$ cat src/sv/lsw_pkg.sv
`default_nettype none

package lsw_pkg;

    localparam int MAX_BEAMS   = 4096;
    localparam int TRIG_STAGES = 16;

    localparam int BI_W   = $clog2(MAX_BEAMS);
    localparam int STG_W  = $clog2(TRIG_STAGES);
    localparam int Q_DEPTH = 4;
    localparam int QP_W   = $clog2(Q_DEPTH);

    localparam logic [31:0] KINV_Q32 = 32'd2608131496;

    typedef enum logic [2:0] {
        CFG_MIN_RANGE = 3'd0,
        CFG_MAX_RANGE = 3'd1,
        CFG_START_ANG = 3'd2,
        CFG_ANG_STEP  = 3'd3,
        CFG_POSE_X    = 3'd4,
        CFG_POSE_Y    = 3'd5,
        CFG_HEADING   = 3'd6
    } t_cfg_idx;

    typedef struct packed {
        logic [15:0]        min_range;
        logic [15:0]        max_range;
        logic [31:0]        start_ang;
        logic [31:0]        ang_step;
        logic signed [23:0] pose_x;
        logic signed [23:0] pose_y;
        logic [31:0]        heading;
    } t_cfg;

    typedef struct packed {
        logic [31:0] theta;
        logic [31:0] x0;
        logic        ok;
        logic        last;
    } t_item;

    typedef struct packed {
        logic full;
        logic empty;
    } t_q_stat;

    typedef enum logic [1:0] {
        BK_IDLE,
        BK_ROT,
        BK_DONE
    } t_bk_state;

    localparam logic signed [33:0] ATAN_TAB [32] = '{
        34'sd536870912, 34'sd316933406, 34'sd167458907, 34'sd85004756,
        34'sd42667331, 34'sd21354465, 34'sd10680862, 34'sd5340245,
        34'sd2670163, 34'sd1335087, 34'sd667544, 34'sd333772,
        34'sd166886, 34'sd83443, 34'sd41722, 34'sd20861,
        34'sd10430, 34'sd5215, 34'sd2608, 34'sd1304,
        34'sd652, 34'sd326, 34'sd163, 34'sd81,
        34'sd41, 34'sd20, 34'sd10, 34'sd5,
        34'sd3, 34'sd1, 34'sd1, 34'sd0
    };

endpackage

`default_nettype wire

$ cat src/sv/lsw_front.sv
`default_nettype none

module lsw_front (
    input  wire logic          i_clk,
    input  wire logic          i_rst_n,
    input  wire lsw_pkg::t_cfg i_cfg,
    input  wire logic          i_accept,
    input  wire logic [15:0]   i_range,
    input  wire logic          i_range_bad,
    input  wire logic          i_last,
    output lsw_pkg::t_item     o_item
);

    logic [lsw_pkg::BI_W-1:0] r_idx;
    logic [lsw_pkg::BI_W-1:0] n_idx;
    logic [31:0]              w_idx_ext;
    logic [31:0]              w_prod;
    logic [47:0]              w_scaled;

    assign w_idx_ext = 32'(r_idx);
    assign w_prod    = w_idx_ext * i_cfg.ang_step;
    assign w_scaled  = 48'(i_range) * 48'(lsw_pkg::KINV_Q32);

    always_comb begin
        o_item.theta = i_cfg.start_ang + w_prod + i_cfg.heading;
        o_item.x0    = w_scaled[47:16];
        o_item.ok    = !i_range_bad && (i_range > i_cfg.min_range)
                       && (i_range < i_cfg.max_range);
        o_item.last  = i_last;
    end

    always_comb begin
        n_idx = r_idx;
        if (i_accept) begin
            if (i_last) begin
                n_idx = '0;
            end else if (r_idx != lsw_pkg::BI_W'(lsw_pkg::MAX_BEAMS - 1)) begin
                n_idx = r_idx + 1'b1;
            end
        end
    end

    always_ff @(posedge i_clk) begin
        if (!i_rst_n) begin
            r_idx <= '0;
        end else begin
            r_idx <= n_idx;
        end
    end

endmodule

`default_nettype wire

$ cat src/sv/lsw_queue.sv
`default_nettype none

module lsw_queue (
    input  wire logic           i_clk,
    input  wire logic           i_rst_n,
    input  wire logic           i_push,
    input  wire lsw_pkg::t_item i_item,
    input  wire logic           i_pop,
    output lsw_pkg::t_item      o_item,
    output lsw_pkg::t_q_stat    o_stat
);

    lsw_pkg::t_item r_mem [lsw_pkg::Q_DEPTH];

    logic [lsw_pkg::QP_W-1:0] r_wr;
    logic [lsw_pkg::QP_W-1:0] r_rd;
    logic [lsw_pkg::QP_W:0]   r_cnt;

    assign o_stat.full  = (r_cnt == (lsw_pkg::QP_W + 1)'(lsw_pkg::Q_DEPTH));
    assign o_stat.empty = (r_cnt == '0);
    assign o_item       = r_mem[r_rd];

    always_ff @(posedge i_clk) begin
        if (i_push) begin
            r_mem[r_wr] <= i_item;
        end
    end

    always_ff @(posedge i_clk) begin
        if (!i_rst_n) begin
            r_wr  <= '0;
            r_rd  <= '0;
            r_cnt <= '0;
        end else begin
            if (i_push) begin
                r_wr <= r_wr + 1'b1;
            end
            if (i_pop) begin
                r_rd <= r_rd + 1'b1;
            end
            if (i_push && !i_pop) begin
                r_cnt <= r_cnt + 1'b1;
            end else if (!i_push && i_pop) begin
                r_cnt <= r_cnt - 1'b1;
            end
        end
    end

endmodule

`default_nettype wire

$ cat src/sv/lsw_back.sv
`default_nettype none

module lsw_back (
    input  wire logic               i_clk,
    input  wire logic               i_rst_n,
    input  wire logic signed [23:0] i_pose_x,
    input  wire logic signed [23:0] i_pose_y,
    input  wire lsw_pkg::t_item     i_item,
    input  wire lsw_pkg::t_q_stat   i_stat,
    output logic                    o_pop,
    output logic                    o_valid,
    input  wire logic               i_ready,
    output logic [47:0]             o_data,
    output logic                    o_user,
    output logic                    o_last
);

    lsw_pkg::t_bk_state r_state;
    lsw_pkg::t_bk_state n_state;

    logic signed [34:0]        r_x;
    logic signed [34:0]        r_y;
    logic signed [33:0]        r_z;
    logic [1:0]                r_quad;
    logic [lsw_pkg::STG_W-1:0] r_stage;
    logic                      r_ok;
    logic                      r_last;

    logic                      r_m_valid;
    logic [47:0]               r_m_data;
    logic                      r_m_user;
    logic                      r_m_last;

    logic [31:0]               w_q_sum;
    logic [1:0]                w_quad;
    logic [31:0]               w_resid;
    logic signed [34:0]        w_dx;
    logic signed [34:0]        w_dy;
    logic signed [33:0]        w_atan;
    logic signed [35:0]        w_fx;
    logic signed [35:0]        w_fy;
    logic                      w_load;
    logic                      w_emit;
    logic                      w_step;

    function automatic logic [23:0] finish(input logic signed [35:0] v,
                                           input logic signed [23:0] pose);
        logic signed [35:0] rnd;
        logic signed [35:0] sum;
        rnd = (v + 36'sd32768) >>> 16;
        sum = rnd + 36'(pose);
        if (sum > 36'sd8388607) begin
            finish = 24'h7F_FFFF;
        end else if (sum < -36'sd8388608) begin
            finish = 24'h80_0000;
        end else begin
            finish = sum[23:0];
        end
    endfunction

    assign w_q_sum = i_item.theta + 32'h2000_0000;
    assign w_quad  = w_q_sum[31:30];
    assign w_resid = i_item.theta - {w_quad, 30'd0};
    assign w_dx    = r_y >>> r_stage;
    assign w_dy    = r_x >>> r_stage;
    assign w_atan  = lsw_pkg::ATAN_TAB[5'(r_stage)];

    always_comb begin
        case (r_quad)
            2'd1:    begin w_fx = -36'(r_y); w_fy =  36'(r_x); end
            2'd2:    begin w_fx = -36'(r_x); w_fy = -36'(r_y); end
            2'd3:    begin w_fx =  36'(r_y); w_fy = -36'(r_x); end
            default: begin w_fx =  36'(r_x); w_fy =  36'(r_y); end
        endcase
    end

    always_comb begin
        n_state = r_state;
        o_pop   = 1'b0;
        w_load  = 1'b0;
        w_emit  = 1'b0;
        w_step  = 1'b0;
        case (r_state)
            lsw_pkg::BK_IDLE: begin
                if (!i_stat.empty) begin
                    o_pop   = 1'b1;
                    w_load  = 1'b1;
                    n_state = i_item.ok ? lsw_pkg::BK_ROT : lsw_pkg::BK_DONE;
                end
            end
            lsw_pkg::BK_ROT: begin
                w_step = 1'b1;
                if (r_stage == lsw_pkg::STG_W'(lsw_pkg::TRIG_STAGES - 1)) begin
                    n_state = lsw_pkg::BK_DONE;
                end
            end
            lsw_pkg::BK_DONE: begin
                if (!r_m_valid || i_ready) begin
                    w_emit  = 1'b1;
                    n_state = lsw_pkg::BK_IDLE;
                end
            end
            default: n_state = lsw_pkg::BK_IDLE;
        endcase
    end

    always_ff @(posedge i_clk) begin
        if (!i_rst_n) begin
            r_state <= lsw_pkg::BK_IDLE;
        end else begin
            r_state <= n_state;
        end
    end

    always_ff @(posedge i_clk) begin
        if (w_load) begin
            r_x     <= 35'(i_item.x0);
            r_y     <= '0;
            r_z     <= 34'(signed'(w_resid));
            r_quad  <= w_quad;
            r_stage <= '0;
            r_ok    <= i_item.ok;
            r_last  <= i_item.last;
        end else if (w_step) begin
            if (!r_z[33]) begin
                r_x <= r_x - w_dx;
                r_y <= r_y + w_dy;
                r_z <= r_z - w_atan;
            end else begin
                r_x <= r_x + w_dx;
                r_y <= r_y - w_dy;
                r_z <= r_z + w_atan;
            end
            r_stage <= r_stage + 1'b1;
        end
    end

    always_ff @(posedge i_clk) begin
        if (!i_rst_n) begin
            r_m_valid <= 1'b0;
        end else if (w_emit) begin
            r_m_valid <= 1'b1;
        end else if (i_ready) begin
            r_m_valid <= 1'b0;
        end
    end

    always_ff @(posedge i_clk) begin
        if (w_emit) begin
            if (r_ok) begin
                r_m_data <= {finish(w_fy, i_pose_y), finish(w_fx, i_pose_x)};
            end else begin
                r_m_data <= '0;
            end
            r_m_user <= r_ok;
            r_m_last <= r_last;
        end
    end

    assign o_valid = r_m_valid;
    assign o_data  = r_m_data;
    assign o_user  = r_m_user;
    assign o_last  = r_m_last;

endmodule

`default_nettype wire

$ cat src/sv/laser_scan_to_world_points_top.sv
// Channel   Dir  Signals                        Contents (lowest bit up)
// s_axis    in   tvalid tready tdata tuser tlast range_mm | range_invalid | last_sample
// m_axis    out  tvalid tready tdata tuser tlast point_x_mm, point_y_mm | point_valid | last_point
// cfg       in   i_cfg_we i_cfg_addr i_cfg_wdata  register index 0..6, data up to 32 bits
//
// Front end (index, angle, range scaling) takes one sample per cycle while the
// 4-entry queue is not full. Back end runs one shared CORDIC stage per cycle for a
// valid sample and none for a rejected one; the queue absorbs bursts.
// Synchronous active-low reset clears index, queue, FSM and loads register defaults.
// Output register lets the back end finish while m_axis is stalled.
`default_nettype none

module laser_scan_to_world_points_top (
    input  wire logic        i_clk,
    input  wire logic        i_rst_n,
    input  wire logic        i_cfg_we,
    input  wire logic [2:0]  i_cfg_addr,
    input  wire logic [31:0] i_cfg_wdata,
    input  wire logic        s_axis_tvalid,
    output logic             s_axis_tready,
    input  wire logic [15:0] s_axis_tdata,  // [15:0] range_mm
    input  wire logic [0:0]  s_axis_tuser,  // [0] range_invalid
    input  wire logic        s_axis_tlast,
    output logic             m_axis_tvalid,
    input  wire logic        m_axis_tready,
    output logic [47:0]      m_axis_tdata,  // [23:0] point_x_mm, [47:24] point_y_mm
    output logic [0:0]       m_axis_tuser,  // [0] point_valid
    output logic             m_axis_tlast
);

    lsw_pkg::t_cfg    r_cfg;
    lsw_pkg::t_item   w_front_item;
    lsw_pkg::t_item   w_head_item;
    lsw_pkg::t_q_stat w_stat;
    logic             w_push;
    logic             w_pop;
    logic             w_user;

    always_ff @(posedge i_clk) begin
        if (!i_rst_n) begin
            r_cfg.min_range <= 16'd0;
            r_cfg.max_range <= 16'hFFFF;
            r_cfg.start_ang <= '0;
            r_cfg.ang_step  <= '0;
            r_cfg.pose_x    <= '0;
            r_cfg.pose_y    <= '0;
            r_cfg.heading   <= '0;
        end else if (i_cfg_we) begin
            case (i_cfg_addr)
                lsw_pkg::CFG_MIN_RANGE: r_cfg.min_range <= i_cfg_wdata[15:0];
                lsw_pkg::CFG_MAX_RANGE: r_cfg.max_range <= i_cfg_wdata[15:0];
                lsw_pkg::CFG_START_ANG: r_cfg.start_ang <= i_cfg_wdata;
                lsw_pkg::CFG_ANG_STEP:  r_cfg.ang_step  <= i_cfg_wdata;
                lsw_pkg::CFG_POSE_X:    r_cfg.pose_x    <= i_cfg_wdata[23:0];
                lsw_pkg::CFG_POSE_Y:    r_cfg.pose_y    <= i_cfg_wdata[23:0];
                lsw_pkg::CFG_HEADING:   r_cfg.heading   <= i_cfg_wdata;
                default: ;
            endcase
        end
    end

    assign s_axis_tready = !w_stat.full;
    assign w_push        = s_axis_tvalid && s_axis_tready;

    lsw_front u_front (
        .i_clk       (i_clk),
        .i_rst_n     (i_rst_n),
        .i_cfg       (r_cfg),
        .i_accept    (w_push),
        .i_range     (s_axis_tdata),
        .i_range_bad (s_axis_tuser[0]),
        .i_last      (s_axis_tlast),
        .o_item      (w_front_item)
    );

    lsw_queue u_queue (
        .i_clk   (i_clk),
        .i_rst_n (i_rst_n),
        .i_push  (w_push),
        .i_item  (w_front_item),
        .i_pop   (w_pop),
        .o_item  (w_head_item),
        .o_stat  (w_stat)
    );

    lsw_back u_back (
        .i_clk    (i_clk),
        .i_rst_n  (i_rst_n),
        .i_pose_x (r_cfg.pose_x),
        .i_pose_y (r_cfg.pose_y),
        .i_item   (w_head_item),
        .i_stat   (w_stat),
        .o_pop    (w_pop),
        .o_valid  (m_axis_tvalid),
        .i_ready  (m_axis_tready),
        .o_data   (m_axis_tdata),
        .o_user   (w_user),
        .o_last   (m_axis_tlast)
    );

    assign m_axis_tuser = w_user;

`ifndef SYNTHESIS
    a_no_overflow: assert property (@(posedge i_clk) disable iff (!i_rst_n)
        w_push |-> !w_stat.full)
        else $error("queue push while full");

    a_no_underflow: assert property (@(posedge i_clk) disable iff (!i_rst_n)
        w_pop |-> !w_stat.empty)
        else $error("queue pop while empty");

    a_reject_zero: assert property (@(posedge i_clk) disable iff (!i_rst_n)
        (m_axis_tvalid && !m_axis_tuser[0]) |-> (m_axis_tdata == 48'd0))
        else $error("rejected sample carries non-zero coordinates");

    a_accept_full: assert property (@(posedge i_clk) disable iff (!i_rst_n)
        (w_push && !w_pop && w_stat.empty) |=> !w_stat.empty)
        else $error("accepted transaction lost in queue");
`endif

endmodule

`default_nettype wire

$ cat config.mk
export PLATFORM = sky130hd
export DESIGN_NAME = laser_scan_to_world_points_top
export DESIGN_NICKNAME = d
export VERILOG_FILES = /design/src/sv/lsw_pkg.sv /design/src/sv/lsw_front.sv /design/src/sv/lsw_queue.sv /design/src/sv/lsw_back.sv /design/src/sv/laser_scan_to_world_points_top.sv
export SDC_FILE = /design/constraint.sdc
export NUM_CORES = 2
export LEC_CHECK = 0
export ABC_AREA = 1
export ABC_CLOCK_PERIOD_IN_PS = 7800
export BUFFER_PORTS_ARGS = -buffer_cell sky130_fd_sc_hd__buf_4
export CAP_MARGIN = 0
export CELL_PAD_IN_SITES_DETAIL_PLACEMENT = 1
export CELL_PAD_IN_SITES_GLOBAL_PLACEMENT = 1
export CORE_MARGIN = 3
export CORE_UTILIZATION = 35
export DETAILED_ROUTE_END_ITERATION = 8
export GPL_TIMING_DRIVEN = 0
export PLACE_DENSITY = 0.72
export RECOVER_POWER = 25
export SLEW_MARGIN = 20
export SYNTH_ARGS = -nofsm -noshare
export SYNTH_HDL_FRONTEND = slang
export SYNTH_SLANG_ARGS = --single-unit
$ cat constraint.sdc
create_clock -name i_clk -period 7.8 [get_ports i_clk]
set_clock_uncertainty 0.2 [all_clocks]
set_input_delay 0.39 -clock i_clk [delete_from_list [all_inputs] [get_ports i_clk]]
set_output_delay 0.39 -clock i_clk [all_outputs]
set_load 0.05 [all_outputs]
==> run_results.csv <==
group,metric,value,unit
run_status,status,"completed",
synthesis,ys_types,71,
synthesis,synth_area_per_cell,7.92,sq um
grt,grt_pass1_vias,57570,
critical_path,endpoint_kind,"register",
timing,hold_viol_final,0,
finish,final_net_count,8614,
detailed_routing,drtAntennaViolNets,0,
timing,slew_viol_final,0,
critical_path,worst-endpoint-arrival,7590,ps
placement,finalWeightedCongestion,0.954,
detailed_routing,drt_iter0_markers,4069,
synthesis,synth_cells,7412,
critical_path,critPathLaunchType,"register",
finish,fillers,20152,
floorplan,core-area,166000,sq um
finish,areaGrowthSynthToFinish,11.6,%
floorplan,rows,149,
clock_tree,clk_latency,710,ps
critical_path,worstSetupPathType,"register to register",
timing,period_minus_slack,7410,ps
synthesis,yosysTopAreaCell,"edfxtp_1",
clock_tree,cts_buffer_depth,3,
floorplan,ios,110,
critical_path,r2r_setup_slack,390,ps
critical_path,path_max_fanout,10,
timing,worst_slew_pin_slew,1270,ps
synthesis,synthesis.area,58700,sq um
timing,maxSlewHeadroom,15.0,%
critical_path,crit-reg2reg-launch,"r_cfg[84]$_SDFFE_PN0P_",
synthesis,synth_flop_cell,"edfxtp_1",
critical_path,rr_worst_depth,24,
hold_path,hold_end,"r_cfg[83]$_SDFFE_PN0P_",
detailed_routing,routedWlPerCell,23.5,um
detailed_routing,route.final.wire_length,233000,um
clock_tree,postCtsSetupBuffers,0,
critical_path,r2r-end,"u_queue.r_mem[1][65]$_DFFE_PP_",
grt,grt_max_degree,45,
clock_tree,cts_tree,"built",
detailed_routing,vias,53792,
critical_path,cp_data_required_time,7990,ps
floorplan,fp.dieArea,173000,sq um
timing,fin_crit_sh,95.0,%
synthesis,async_flop_share,0,%
grt,track_usage,26.6,%
floorplan,die_h,416,um
floorplan,initial_utilization,35.4,%
placement,hpwl,188000,um
timing,setup_violations,0,
synthesis,seq_area_frac_synth,27.9,%
synthesis,synth-warning-count,0,
floorplan,fp.dieW,416,um
hold_path,hold_path_depth,3,
finish,final_cells,9907,
synthesis,synth_edf_count,384,
detailed_routing,dr.pass1.iters,7,
hold_path,worst_hold_path_type,"primary input to register",
job,max_cap_violations,0,
placement,io_buffers,108,
grt,grt_overflow,0,
placement,placed_cells,9728,
finish,design_area,65500,sq um
timing,whs,105,ps
clock_tree,clkTransAtPathRegs,60,ps
timing,maxClockFrequency,0.135,GHz
detailed_routing,viasPerCell,5.43,
clock_tree,cts-root-buf,"clkbuf_16",
detailed_routing,drc_errors,0,
grt,grt_pass1_wl,353000,um
synthesis,synth_top_area_share,19.6,%
clock_tree,clock_sinks,626,
finish,post-route-util,39.5,%
synthesis,synthesis.nets,8370,
hold_path,min_from,"i_rst_n",
synthesis,yosysMostFrequentCell,"nand2_1",
synthesis,ys_ff_latch,626,
grt,antenna_found_initial,10,
placement,place_area,62700,sq um
clock_tree,cts_buffers,75,
synthesis,synth_common_cells,"nand2_1 (1469), inv_1 (1042), nor2_1 (738)",
synthesis,ys_top_cells_by_area,"edfxtp_1 (20%), fa_1 (17%), nand2_1 (9.4%)",
clock_tree,cts_max_level,3,
timing,rsz0062_at_grt,"no",
finish,drive_above_1_share,4.67,%
cell usage in the layout, fill, tap and decap left out, types with 40 or more instances in the layout:
| master | count |
|---|---|
| o21ai_0 | 627 |
| nor3_1 | 54 |
| buf_4 | 63 |
| nand2_1 | 1468 |
| o22ai_1 | 56 |
| clkbuf_1 | 273 |
| nand4_1 | 50 |
| fa_1 | 486 |
| nand3_1 | 417 |
| nor2_1 | 734 |
| ha_1 | 414 |
| a31oi_1 | 41 |
| xor2_1 | 204 |
| xnor2_1 | 107 |
| a21oi_1 | 419 |
| clkbuf_16 | 79 |
| o211ai_1 | 56 |
| inv_1 | 1042 |
| edfxtp_1 | 384 |
| dlygate4sd3_1 | 40 |
| dfxtp_1 | 242 |
state kept, by name, indices dropped and copies added, names as in the netlist, named ones only:
name,flops
u_back.r_z,34
u_queue.r_wr,2
u_back.r_last,1
u_back.r_ok,1
r_cfg,176
u_queue.r_cnt,3
u_back.r_state,2
u_back.r_x,35
u_back.r_stage,4
u_back.r_quad,2
u_front.r_idx,12
u_back.o_last,1
u_back.o_data,48
u_back.r_y,35
u_back.o_user,1
u_back.o_valid,1
u_queue.r_mem,264
u_queue.r_rd,2
area by class of cell:
class                      count  area, sq um  area share [%]
buffer                       295         1300            1.99
clock inverter                33          460           0.702
antenna                        2         5.00         0.00764
sequential                   626        16400            25.0
clock buffer                 104         2150            3.28
multi-input combinational   5430        37100            56.7
timing repair buffer         167         1390            2.12
inverter                    1061         3980            6.08
tap                         2189         2740            4.18
cells by family after synthesis:
kind of cell	count (synthesis)	synth area share, %
mux	2	0.0362
compound gates	1391	13.2
simple gates	2826	19.9
fa+ha+maj	900	25.4
buf+inv	1356	8.98
flops	626	27.9
xor+xnor	311	4.64
critical path, stage by stage, from the launching register on:
cell	delay [ps]
dfxtp_1	370
clkbuf_1	550
nand2_1	170
fa_1	560
inv_1	50
fa_1	500
inv_1	60
fa_1	500
inv_1	50
ha_1	270
inv_1	50
fa_1	540
inv_1	60
fa_1	450
ha_1	370
nand2_1	90
inv_1	50
a21oi_1	220
o21ai_0	210
a21boi_0	450
o21ai_2	180
a21oi_1	260
inv_1	100
a21oi_1	200
xor2_1	560
worst max path at each step:
stage | from | endpoint | slack [ps] | cells after the start
floorplan | u_front.r_idx[2]$_SDFFE_PN0P_ | u_queue.r_mem[0][61]$_DFFE_PP_ | 1550 | 28
global placement | u_front.r_idx[3]$_SDFFE_PN0P_ | u_queue.r_mem[0][61]$_DFFE_PP_ | 50 | 24
detailed placement | u_front.r_idx[3]$_SDFFE_PN0P_ | u_queue.r_mem[0][61]$_DFFE_PP_ | -110 | 24
CTS | u_front.r_idx[0]$_SDFFE_PN0P_ | u_queue.r_mem[1][61]$_DFFE_PP_ | 80 | 24
global route | u_front.r_idx[2]$_SDFFE_PN0P_ | u_queue.r_mem[1][61]$_DFFE_PP_ | 40 | 28
finish | r_cfg[84]$_SDFFE_PN0P_ | u_queue.r_mem[1][65]$_DFFE_PP_ | 390 | 24
metal layers:
metal / routed length, um / track usage (%) / vias up
li1: - / - / 24737
met1: 101000 / 34.7 / 27063
met2: 108000 / 44.2 / 1553
met3: 12800 / 3.55 / 437
met4: 11000 / 11.1 / 2
met5: 13 / 0 / -
per-stage QoR:
stage | setup slack [ps] | TNS (ps)
6_report | 394 | 0
5_1_grt | 35.8 | 0
4_1_cts | 76.7 | 0
3_5_place_dp | -108 | -431
3_3_place_gp | 48.5 | 0
2_1_floorplan | 1550 | 0
timing repair:
| item | 4_1_cts | 5_1_grt |
|---|---|---|
| setup endpoints to repair | 17 | 36 |
| hold endpoints to repair | 179 | 0 |
| hold buffers | 40 | 0 |
| resized for setup | 2 | 18 |
Power is not shown: default switching activity piles up to over one toggle a cycle in this logic, so the estimate is an artifact.
